<file path="src/sha256_pkg.sv">
// Package with SHA-256 constants, types and round functions.
package sha256_pkg;

  localparam int unsigned BlockBytes = 64;
  localparam int unsigned Rounds     = 64;
  localparam int unsigned DigestWords = 8;
  localparam logic [7:0] PadByte = 8'h80;
  localparam logic [5:0] LenSlot = 6'd56;

  typedef logic [31:0] word_t;

  typedef enum logic [2:0] {
    ST_IDLE,
    ST_LOAD,
    ST_ROUND,
    ST_ADD,
    ST_PAD,
    ST_EMIT
  } state_t;

  // Control between the sequencer and the round unit.
  typedef struct packed {
    logic       init;   // load working vars from the chaining state
    logic       round;  // perform one round
    logic       fold;   // add working vars into the chaining state
    logic       reset_h; // restore initial hash values
    logic [5:0] rnd;    // round number
  } rnd_ctl_t;

  function automatic word_t init_hash(input logic [2:0] i);
    case (i)
      3'd0: return 32'h6a09e667;
      3'd1: return 32'hbb67ae85;
      3'd2: return 32'h3c6ef372;
      3'd3: return 32'ha54ff53a;
      3'd4: return 32'h510e527f;
      3'd5: return 32'h9b05688c;
      3'd6: return 32'h1f83d9ab;
      default: return 32'h5be0cd19;
    endcase
  endfunction

  function automatic word_t round_k(input logic [5:0] i);
    word_t k [64];
    k = '{
      32'h428a2f98,32'h71374491,32'hb5c0fbcf,32'he9b5dba5,32'h3956c25b,32'h59f111f1,
      32'h923f82a4,32'hab1c5ed5,32'hd807aa98,32'h12835b01,32'h243185be,32'h550c7dc3,
      32'h72be5d74,32'h80deb1fe,32'h9bdc06a7,32'hc19bf174,32'he49b69c1,32'hefbe4786,
      32'h0fc19dc6,32'h240ca1cc,32'h2de92c6f,32'h4a7484aa,32'h5cb0a9dc,32'h76f988da,
      32'h983e5152,32'ha831c66d,32'hb00327c8,32'hbf597fc7,32'hc6e00bf3,32'hd5a79147,
      32'h06ca6351,32'h14292967,32'h27b70a85,32'h2e1b2138,32'h4d2c6dfc,32'h53380d13,
      32'h650a7354,32'h766a0abb,32'h81c2c92e,32'h92722c85,32'ha2bfe8a1,32'ha81a664b,
      32'hc24b8b70,32'hc76c51a3,32'hd192e819,32'hd6990624,32'hf40e3585,32'h106aa070,
      32'h19a4c116,32'h1e376c08,32'h2748774c,32'h34b0bcb5,32'h391c0cb3,32'h4ed8aa4a,
      32'h5b9cca4f,32'h682e6ff3,32'h748f82ee,32'h78a5636f,32'h84c87814,32'h8cc70208,
      32'h90befffa,32'ha4506ceb,32'hbef9a3f7,32'hc67178f2};
    return k[i];
  endfunction

  function automatic word_t ror(input word_t v, input int unsigned s);
    return (v >> s) | (v << (32 - s));
  endfunction

endpackage

</file>
<file path="src/sha256_if.sv">
// Valid/ready channel interfaces for message bytes and digest words.
interface sha256_in_if;
  logic       valid;
  logic       ready;
  logic [7:0] data_byte;
  logic       has_byte;
  logic       end_of_message;
  modport source (output valid, data_byte, has_byte, end_of_message, input ready);
  modport sink (input valid, data_byte, has_byte, end_of_message, output ready);
endinterface

interface sha256_out_if;
  logic        valid;
  logic        ready;
  logic [31:0] hash_word;
  logic [2:0]  word_index;
  logic        last_word;
  modport source (output valid, hash_word, word_index, last_word, input ready);
  modport sink (input valid, hash_word, word_index, last_word, output ready);
endinterface

</file>
<file path="src/sha256_round.sv">
// Shared round unit: message schedule window, working variables, chaining state.
module sha256_round
  import sha256_pkg::*;
(
  input  logic       clk,
  input  logic       rst_n,
  input  rnd_ctl_t   ctl,
  input  word_t      w_new,   // block word for rounds 0..15
  input  logic [2:0] rd_idx,
  output word_t      rd_word
);

  word_t h_r [8];
  word_t v_r [8];
  word_t w_r [16];   // sliding schedule window, w_r[0] is oldest

  word_t w_cur, s0, s1, big0, big1, ch, maj, t1;

  // Schedule word for this round.
  always_comb begin
    s0 = ror(w_r[1], 7) ^ ror(w_r[1], 18) ^ (w_r[1] >> 3);
    s1 = ror(w_r[14], 17) ^ ror(w_r[14], 19) ^ (w_r[14] >> 10);
    w_cur = (ctl.rnd < 6'd16) ? w_new : (s1 + w_r[9] + s0 + w_r[0]);
    big1 = ror(v_r[4], 6) ^ ror(v_r[4], 11) ^ ror(v_r[4], 25);
    ch   = (v_r[4] & v_r[5]) ^ (~v_r[4] & v_r[6]);
    t1   = v_r[7] + big1 + ch + round_k(ctl.rnd) + w_cur;
    big0 = ror(v_r[0], 2) ^ ror(v_r[0], 13) ^ ror(v_r[0], 22);
    maj  = (v_r[0] & v_r[1]) ^ (v_r[0] & v_r[2]) ^ (v_r[1] & v_r[2]);
  end

  // Working variables and schedule window.
  always_ff @(posedge clk) begin
    if (ctl.init) begin
      for (int i = 0; i < 8; i++) v_r[i] <= h_r[i];
    end else if (ctl.round) begin
      v_r[7] <= v_r[6]; v_r[6] <= v_r[5]; v_r[5] <= v_r[4];
      v_r[4] <= v_r[3] + t1;
      v_r[3] <= v_r[2]; v_r[2] <= v_r[1]; v_r[1] <= v_r[0];
      v_r[0] <= t1 + big0 + maj;
      for (int i = 0; i < 15; i++) w_r[i] <= w_r[i+1];
      w_r[15] <= w_cur;
    end
  end

  // Chaining state.
  always_ff @(posedge clk) begin
    if (!rst_n || ctl.reset_h) begin
      for (int i = 0; i < 8; i++) h_r[i] <= init_hash(3'(i));
    end else if (ctl.fold) begin
      for (int i = 0; i < 8; i++) h_r[i] <= h_r[i] + v_r[i];
    end
  end

  assign rd_word = h_r[rd_idx];

endmodule

</file>
<file path="src/sha256_hash_engine_unit.sv">
// Top level of the SHA-256 byte-stream hash engine.
// One item carries an optional message byte and an end-of-message flag. A byte
// that does not complete a 64-byte block leaves the engine ready unless the item
// ends the message. A completing byte starts compression in the shared round
// unit: a load step, 64 rounds (one round per cycle) and a fold step, during
// which no item is accepted. On end of message the sequencer writes the pad
// byte, zeros and the 64-bit bit count one byte per cycle between compressions
// (up to 72 bytes, one or two compressions), then offers the eight digest words,
// index 0 first, one per cycle while the receiver is ready, with last_word on
// the eighth; the hash then returns to its initial value for the next message.
module sha256_hash_engine_unit
  import sha256_pkg::*;
(
  input logic          clk,
  input logic          rst_n,
  sha256_in_if.sink    in_ch,
  sha256_out_if.source out_ch
);

  state_t      state_r, state_nxt;
  word_t       buf_r [16];
  logic [5:0]  fill_r, fill_nxt;
  logic [63:0] bits_r, bits_nxt, len_r, len_nxt;
  logic [5:0]  rnd_r, rnd_nxt;
  logic        fin_r, fin_nxt;       // padding in progress
  logic        pad_r, pad_nxt;       // pad byte already written
  logic        lok_r, lok_nxt;       // this block receives the bit count
  logic        padded_r, padded_nxt; // bit count written
  logic [2:0]  oidx_r, oidx_nxt;
  logic        wr_en;
  logic [7:0]  wr_byte;
  rnd_ctl_t    ctl;
  word_t       w_rd_r, hw;
  logic [3:0]  baddr;

  sha256_round u_round (
    .clk    (clk),
    .rst_n  (rst_n),
    .ctl    (ctl),
    .w_new  (w_rd_r),
    .rd_idx (oidx_r),
    .rd_word(hw)
  );

  // Sequencer.
  always_comb begin
    state_nxt  = state_r;
    fill_nxt   = fill_r;
    bits_nxt   = bits_r;
    len_nxt    = len_r;
    rnd_nxt    = rnd_r;
    fin_nxt    = fin_r;
    pad_nxt    = pad_r;
    lok_nxt    = lok_r;
    padded_nxt = padded_r;
    oidx_nxt   = oidx_r;
    wr_en      = 1'b0;
    wr_byte    = 8'h00;
    ctl        = '0;
    ctl.rnd    = rnd_r;
    in_ch.ready = (state_r == ST_IDLE);
    unique case (state_r)
      ST_IDLE: begin
        if (in_ch.valid) begin
          fin_nxt = in_ch.end_of_message;
          len_nxt = bits_r + (in_ch.has_byte ? 64'd8 : 64'd0);
          if (in_ch.has_byte) begin
            wr_en    = 1'b1;
            wr_byte  = in_ch.data_byte;
            bits_nxt = bits_r + 64'd8;
            fill_nxt = fill_r + 6'd1;
            if (fill_r == 6'd63) state_nxt = ST_LOAD;
            else if (in_ch.end_of_message) state_nxt = ST_PAD;
          end else if (in_ch.end_of_message) begin
            state_nxt = ST_PAD;
          end
        end
      end
      ST_PAD: begin
        // Pad byte first, then zeros, with the bit count in the last eight slots
        // of the block that has room for it.
        wr_en = 1'b1;
        if (!pad_r) begin
          wr_byte = PadByte;
          pad_nxt = 1'b1;
          if (fill_r < LenSlot) lok_nxt = 1'b1;
        end else if (lok_r && fill_r >= LenSlot) begin
          wr_byte = len_r[{~fill_r[2:0], 3'b111} -: 8];
        end else begin
          wr_byte = 8'h00;
        end
        fill_nxt = fill_r + 6'd1;
        if (fill_r == 6'd63) begin
          state_nxt = ST_LOAD;
          if (pad_r && lok_r) padded_nxt = 1'b1;
        end
      end
      ST_LOAD: begin
        ctl.init  = 1'b1;
        rnd_nxt   = 6'd0;
        state_nxt = ST_ROUND;
      end
      ST_ROUND: begin
        ctl.round = 1'b1;
        rnd_nxt   = rnd_r + 6'd1;
        if (rnd_r == 6'(Rounds - 1)) state_nxt = ST_ADD;
      end
      ST_ADD: begin
        ctl.fold = 1'b1;
        // A finish goes on padding until the bit count has been compressed;
        // a block after the pad byte always has room for the count.
        if (!fin_r) state_nxt = ST_IDLE;
        else if (padded_r) state_nxt = ST_EMIT;
        else begin
          state_nxt = ST_PAD;
          if (pad_r) lok_nxt = 1'b1;
        end
      end
      ST_EMIT: begin
        if (out_ch.ready) begin
          oidx_nxt = oidx_r + 3'd1;
          if (oidx_r == 3'(DigestWords - 1)) begin
            ctl.reset_h = 1'b1;
            bits_nxt   = 64'd0;
            fill_nxt   = 6'd0;
            fin_nxt    = 1'b0;
            pad_nxt    = 1'b0;
            lok_nxt    = 1'b0;
            padded_nxt = 1'b0;
            state_nxt  = ST_IDLE;
          end
        end
      end
      default: state_nxt = ST_IDLE;
    endcase
  end

  always_ff @(posedge clk) begin
    if (!rst_n) begin
      state_r  <= ST_IDLE;
      fill_r   <= 6'd0;
      bits_r   <= 64'd0;
      len_r    <= 64'd0;
      rnd_r    <= 6'd0;
      fin_r    <= 1'b0;
      pad_r    <= 1'b0;
      lok_r    <= 1'b0;
      oidx_r   <= 3'd0;
      padded_r <= 1'b0;
    end else begin
      state_r  <= state_nxt;
      fill_r   <= fill_nxt;
      bits_r   <= bits_nxt;
      len_r    <= len_nxt;
      rnd_r    <= rnd_nxt;
      fin_r    <= fin_nxt;
      pad_r    <= pad_nxt;
      lok_r    <= lok_nxt;
      oidx_r   <= oidx_nxt;
      padded_r <= padded_nxt;
    end
  end

  // Block buffer of sixteen big-endian words, filled one byte lane at a time.
  always_ff @(posedge clk) begin
    if (wr_en) begin
      case (fill_r[1:0])
        2'd0: buf_r[fill_r[5:2]][31:24] <= wr_byte;
        2'd1: buf_r[fill_r[5:2]][23:16] <= wr_byte;
        2'd2: buf_r[fill_r[5:2]][15:8]  <= wr_byte;
        default: buf_r[fill_r[5:2]][7:0] <= wr_byte;
      endcase
    end
  end

  // Registered word read, one word ahead of the round that uses it.
  assign baddr = (state_r == ST_ROUND) ? rnd_r[3:0] + 4'd1 : 4'd0;

  always_ff @(posedge clk) begin
    w_rd_r <= buf_r[baddr];
  end

  assign out_ch.valid      = (state_r == ST_EMIT);
  assign out_ch.hash_word  = hw;
  assign out_ch.word_index = oidx_r;
  assign out_ch.last_word  = (oidx_r == 3'(DigestWords - 1));

endmodule
</file>
<file path="src/flat_wrapper.sv">
// flat-port wrapper written by rule: the top's interface ports become plain ports
module sha256_hash_engine_unit_flat import sha256_pkg::*;
  (clk, rst_n, in_ch_valid, in_ch_data_byte, in_ch_has_byte, in_ch_end_of_message, in_ch_ready, out_ch_valid, out_ch_hash_word, out_ch_word_index, out_ch_last_word, out_ch_ready);
  sha256_in_if in_ch_i ();
  sha256_out_if out_ch_i ();
  input logic clk;
  input logic rst_n;
  input wire logic [$bits(in_ch_i.valid)-1:0] in_ch_valid;
  input wire logic [$bits(in_ch_i.data_byte)-1:0] in_ch_data_byte;
  input wire logic [$bits(in_ch_i.has_byte)-1:0] in_ch_has_byte;
  input wire logic [$bits(in_ch_i.end_of_message)-1:0] in_ch_end_of_message;
  output wire logic [$bits(in_ch_i.ready)-1:0] in_ch_ready;
  output wire logic [$bits(out_ch_i.valid)-1:0] out_ch_valid;
  output wire logic [$bits(out_ch_i.hash_word)-1:0] out_ch_hash_word;
  output wire logic [$bits(out_ch_i.word_index)-1:0] out_ch_word_index;
  output wire logic [$bits(out_ch_i.last_word)-1:0] out_ch_last_word;
  input wire logic [$bits(out_ch_i.ready)-1:0] out_ch_ready;
  assign in_ch_i.valid = in_ch_valid;
  assign in_ch_i.data_byte = in_ch_data_byte;
  assign in_ch_i.has_byte = in_ch_has_byte;
  assign in_ch_i.end_of_message = in_ch_end_of_message;
  assign in_ch_ready = in_ch_i.ready;
  assign out_ch_valid = out_ch_i.valid;
  assign out_ch_hash_word = out_ch_i.hash_word;
  assign out_ch_word_index = out_ch_i.word_index;
  assign out_ch_last_word = out_ch_i.last_word;
  assign out_ch_i.ready = out_ch_ready;
  sha256_hash_engine_unit u_core (.clk(clk), .rst_n(rst_n), .in_ch(in_ch_i), .out_ch(out_ch_i));
endmodule
</file>
<file path="config.mk">
export PLATFORM = sky130hd
export DESIGN_NAME = sha256_hash_engine_unit_flat
export DESIGN_NICKNAME = d
export VERILOG_FILES = /design/src/sha256_pkg.sv /design/src/sha256_if.sv /design/src/sha256_round.sv /design/src/sha256_hash_engine_unit.sv /design/src/flat_wrapper.sv
export SDC_FILE = /design/constraint.sdc
export NUM_CORES = 2
export LEC_CHECK = 0
export ABC_AREA = 1
export BUFFER_PORTS_ARGS = -buffer_cell sky130_fd_sc_hd__buf_4
export CAP_MARGIN = 20
export CORE_UTILIZATION = 38
export DETAILED_ROUTE_END_ITERATION = 8
export MAX_ROUTING_LAYER = met4
export PLACE_DENSITY_LB_ADDON = 0.3
export SYNTH_ARGS = -nofsm -noshare
export SYNTH_HDL_FRONTEND = slang
export SYNTH_SLANG_ARGS = --single-unit
</file>
<file path="constraint.sdc">
create_clock -name clk -period 50.1 [get_ports clk]
set_clock_uncertainty 0.15 [all_clocks]
set_input_delay 7.515 -clock clk [delete_from_list [all_inputs] [get_ports clk]]
set_output_delay 7.515 -clock clk [all_outputs]
set_load 0.05 [all_outputs]
</file>
==> metrics.md <==
| Metric | Value |
|---|---|
| Status | `completed` |
| Final setup viols | `0` |
| Net Count, Synth | `10,669` |
| Relative max-transition margin | `0.1880` |
| Rows | `184` |
| Mean Syn Cell Area | `9.539 sq um` |
| Crit path kind | `in2reg` |
| Worst slew pin tran | `1.218 ns` |
| Worst Setup SP | `rst_n` |
| Max Buffers Root-to-Sink | `3` |
| Final TNS setup | `0 ns` |
| Post-synth top flop | `edfxtp_1` |
| Hold crit path type | `reg2reg` |
| Die X | `504.2 microns` |
| Routed WL per cell | `25.55 microns` |
| Detail Route Antenna Nets | `0` |
| Synth area leaders | `edfxtp_1 48%, nand2_1 6.1%, o21ai_0 5.6%` |
| Starting Density | `0.3816` |
| WL final | `345,700 microns` |
| CP required | `50.42 ns` |
| DP HPWL | `254,900 microns` |
| CTS tree | `built` |
| Final hold slack | `0.2068 ns` |
| Number of synthesized flops with an enable pin | `1,536` |
| CTS HTree Levels | `4` |
| Layout net count | `10,633` |
| Largest net degree at the start of global routing | `209` |
| Final number of hold-violating endpoints | `0` |
| Die area | `254,300 sq um` |
| GRT Total Usage | `0.2737` |
| Seq/Total Area, Yosys | `0.5186` |
| Cts bufs inserted | `194` |
| Ys Warns | `0` |
| R2R Path Start | `u_core.u_round.w_r[1][215]` |
| DRC | `0` |
| Gr ovfl total | `0` |
| # clock sinks | `1,715` |
| Core area | `251,200 sq um` |
| Async set-reset flop share out of synthesis | `0` |
| Drt first-iter violations | `9,652` |
| Crit path largest cell delay | `0.83 ns` |
| Synth-to-layout area growth | `11.25%` |
| CTS hold repair buffers | `0` |
| RR Endpoint | `u_core.u_round.v_r[0][31]` |
| Routed vias/inst | `5.625` |
| #FFs+latches synth | `1,715` |
| Count of final max-slew check failures | `0` |
| Layout cells sized above 1 | `0.05877` |
| Setup crit end | `u_core.u_round.h_r[1][28]` |
| GP Congestion | `1.035` |
| Port bufs | `51` |
| Root Driver | `clkbuf_16` |
| Slowest CP cell | `or2_4` |
| Setup repair bufs after CTS | `0` |
| Crit path max fanout | `61` |
| Antenna violations before repair | `15` |
| Worst r2r path cells | `42` |
| Unique masters post-synth | `62` |
| Worst-skew pair later-pin latency | `0.88 ns` |
| 1st-pass router iterations | `6` |
| DIE HEIGHT | `504.2 microns` |
| Worst Setup Start Kind | `primary input` |
| CTS-repair resized insts | `0` |
| WP data arrival | `13.23 ns` |
| Max cap viols | `0` |
| Unrepaired setup endpoints after global routing | `no` |
| Yosys top cell by area | `edfxtp_1` |
| Syn Inst Count | `10,049` |
| Vias in the first global route | `72,217` |
| Synth top cells by count | `1,561 x nand2_1, 1,536 x edfxtp_1, 1,140 x inv_1, 1,073 x o21ai_0, 1,066 x nor2_1` |
| First-pass GRT wire length | `500,300 microns` |
| F_max | `77.45 MHz` |
| Most frequent cell after synthesis | `nand2_1` |
| Reg2Reg Setup Slack | `38.71 ns` |
| Io pins | `52` |
| Total number of vias | `76,113` |
| CP endpoint kind | `flop` |
| Post-layout util | `0.4246` |
| Reg clk slew, reported paths | `0.06 ns` |
| Min Tclk post-route | `12.91 ns` |
| Final Cycle Share | `0.2577` |
| Top cell by count, worst path | `buf_4` |
| Crit path cell chain | `buf_4, clkinv_1, buf_4, nor2_4, inv_2, buf_4, or2_4, buf_4, buf_4, buf_4, buf_4` |
| Synth top area share | `0.4812` |
| Cell area after synthesis | `95,860 sq um` |
sequential cells by signal, summed over array words and instances, names as in the netlist, named ones only:
register	count
u_core.bits_r	61
u_core.buf_r	512
u_core.fill_r	6
u_core.fin_r	1
u_core.len_r	61
u_core.lok_r	1
u_core.out_ch.word_index	3
u_core.pad_r	1
u_core.padded_r	1
u_core.rnd_r	6
u_core.state_r	3
u_core.u_round.h_r	256
u_core.u_round.v_r	256
u_core.u_round.w_r	512
u_core.w_rd_r	32
per-stage QoR:
| step | instances | worst slack, ns | instance area (sq um) |
|---|---|---|---|
| global route | 13531 | 36.93 | 106600 |
| global placement | 13160 | 36.37 | 99890 |
| detailed placement | 13164 | 36.27 | 99980 |
| floorplan | 10049 | 33.74 | 95860 |
| finish | 13532 | 37.19 | 106600 |
| CTS | 13523 | 37.23 | 106600 |
critical path: cells and delay by family:
family,cells,cell delay [ns]
AND/OR/NAND/NOR,2,0.91
buffers and inverters,9,4.51
metal layers:
| layer | vias to the layer above | routed length (microns) | track usage |
|---|---|---|---|
| li1 | 34695 | - | - |
| met1 | 37345 | 154000 | 0.3885 |
| met2 | 3524 | 149200 | 0.3968 |
| met3 | 549 | 30510 | 0.04654 |
| met4 | 0 | 11920 | 0.08568 |
| met5 | - | 0 | - |
kinds of logic (layout without fill, tap and decap cells):
| group | Yosys count | count (layout) | share of synthesized area |
|---|---|---|---|
| AND/OR/NAND/NOR | 3254 | 3254 | 0.1395 |
| XOR/XNOR | 424 | 424 | 0.03888 |
| adder cells (fa/ha/maj) | 611 | 611 | 0.09497 |
| flip-flops | 1715 | 1715 | 0.5186 |
| buffers and inverters | 1542 | 1669 | 0.06038 |
| other | 0 | 8 | 0 |
| AO/OA/AOI/OAI | 2503 | 2503 | 0.1477 |
cells in the final DEF (no fill, tap or decap), types with 40 or more instances in the layout:
cell type and instances:
a21o_1 61, a21oi_1 791, a31oi_1 95, buf_4 139, clkbuf_16 196, clkinv_2 43
dfxtp_1 177, edfxtp_1 1536, fa_1 196, ha_1 410, inv_1 1138, nand2_1 1557
nand3_1 293, nand4_1 61, nor2_1 1062, nor3_1 106, nor4_1 48, o211ai_1 40
o21a_1 69, o21ai_0 1070, o21bai_1 53, o221ai_1 135, o22ai_1 48, or2_2 68
xnor2_1 193, xor2_1 230
layout make-up:
type,instances,area [sq um]
multi-input cells,6792,40470
flip-flops and latches,1715,49710
clock inverters,123,1476
inverters,1161,4374
repair buffers,149,1239
well taps,3348,4189
fillers,24323,144500
diodes,8,20.02
clock buffers,236,5162
worst min-delay path by stage:
stage                            endpoint  cells after the start  slack [ns]                  startpoint
3_5_place_dp   u_core.u_round.w_r[0][119]                      0        0.25  u_core.u_round.w_r[0][151]
3_3_place_gp   u_core.u_round.w_r[0][226]                      0        0.25    u_core.u_round.w_r[1][2]
6_report       u_core.u_round.w_r[0][225]                      0        0.21    u_core.u_round.w_r[1][1]
2_1_floorplan  u_core.u_round.w_r[0][100]                      0        0.25  u_core.u_round.w_r[0][132]
5_1_grt        u_core.u_round.w_r[1][196]                      0        0.20  u_core.u_round.w_r[1][228]
4_1_cts        u_core.u_round.w_r[1][196]                      0        0.20  u_core.u_round.w_r[1][228]
Power is left out: the tool's default activity adds up to more than one toggle a clock period on the data nets, which glitch-free logic cannot reach.
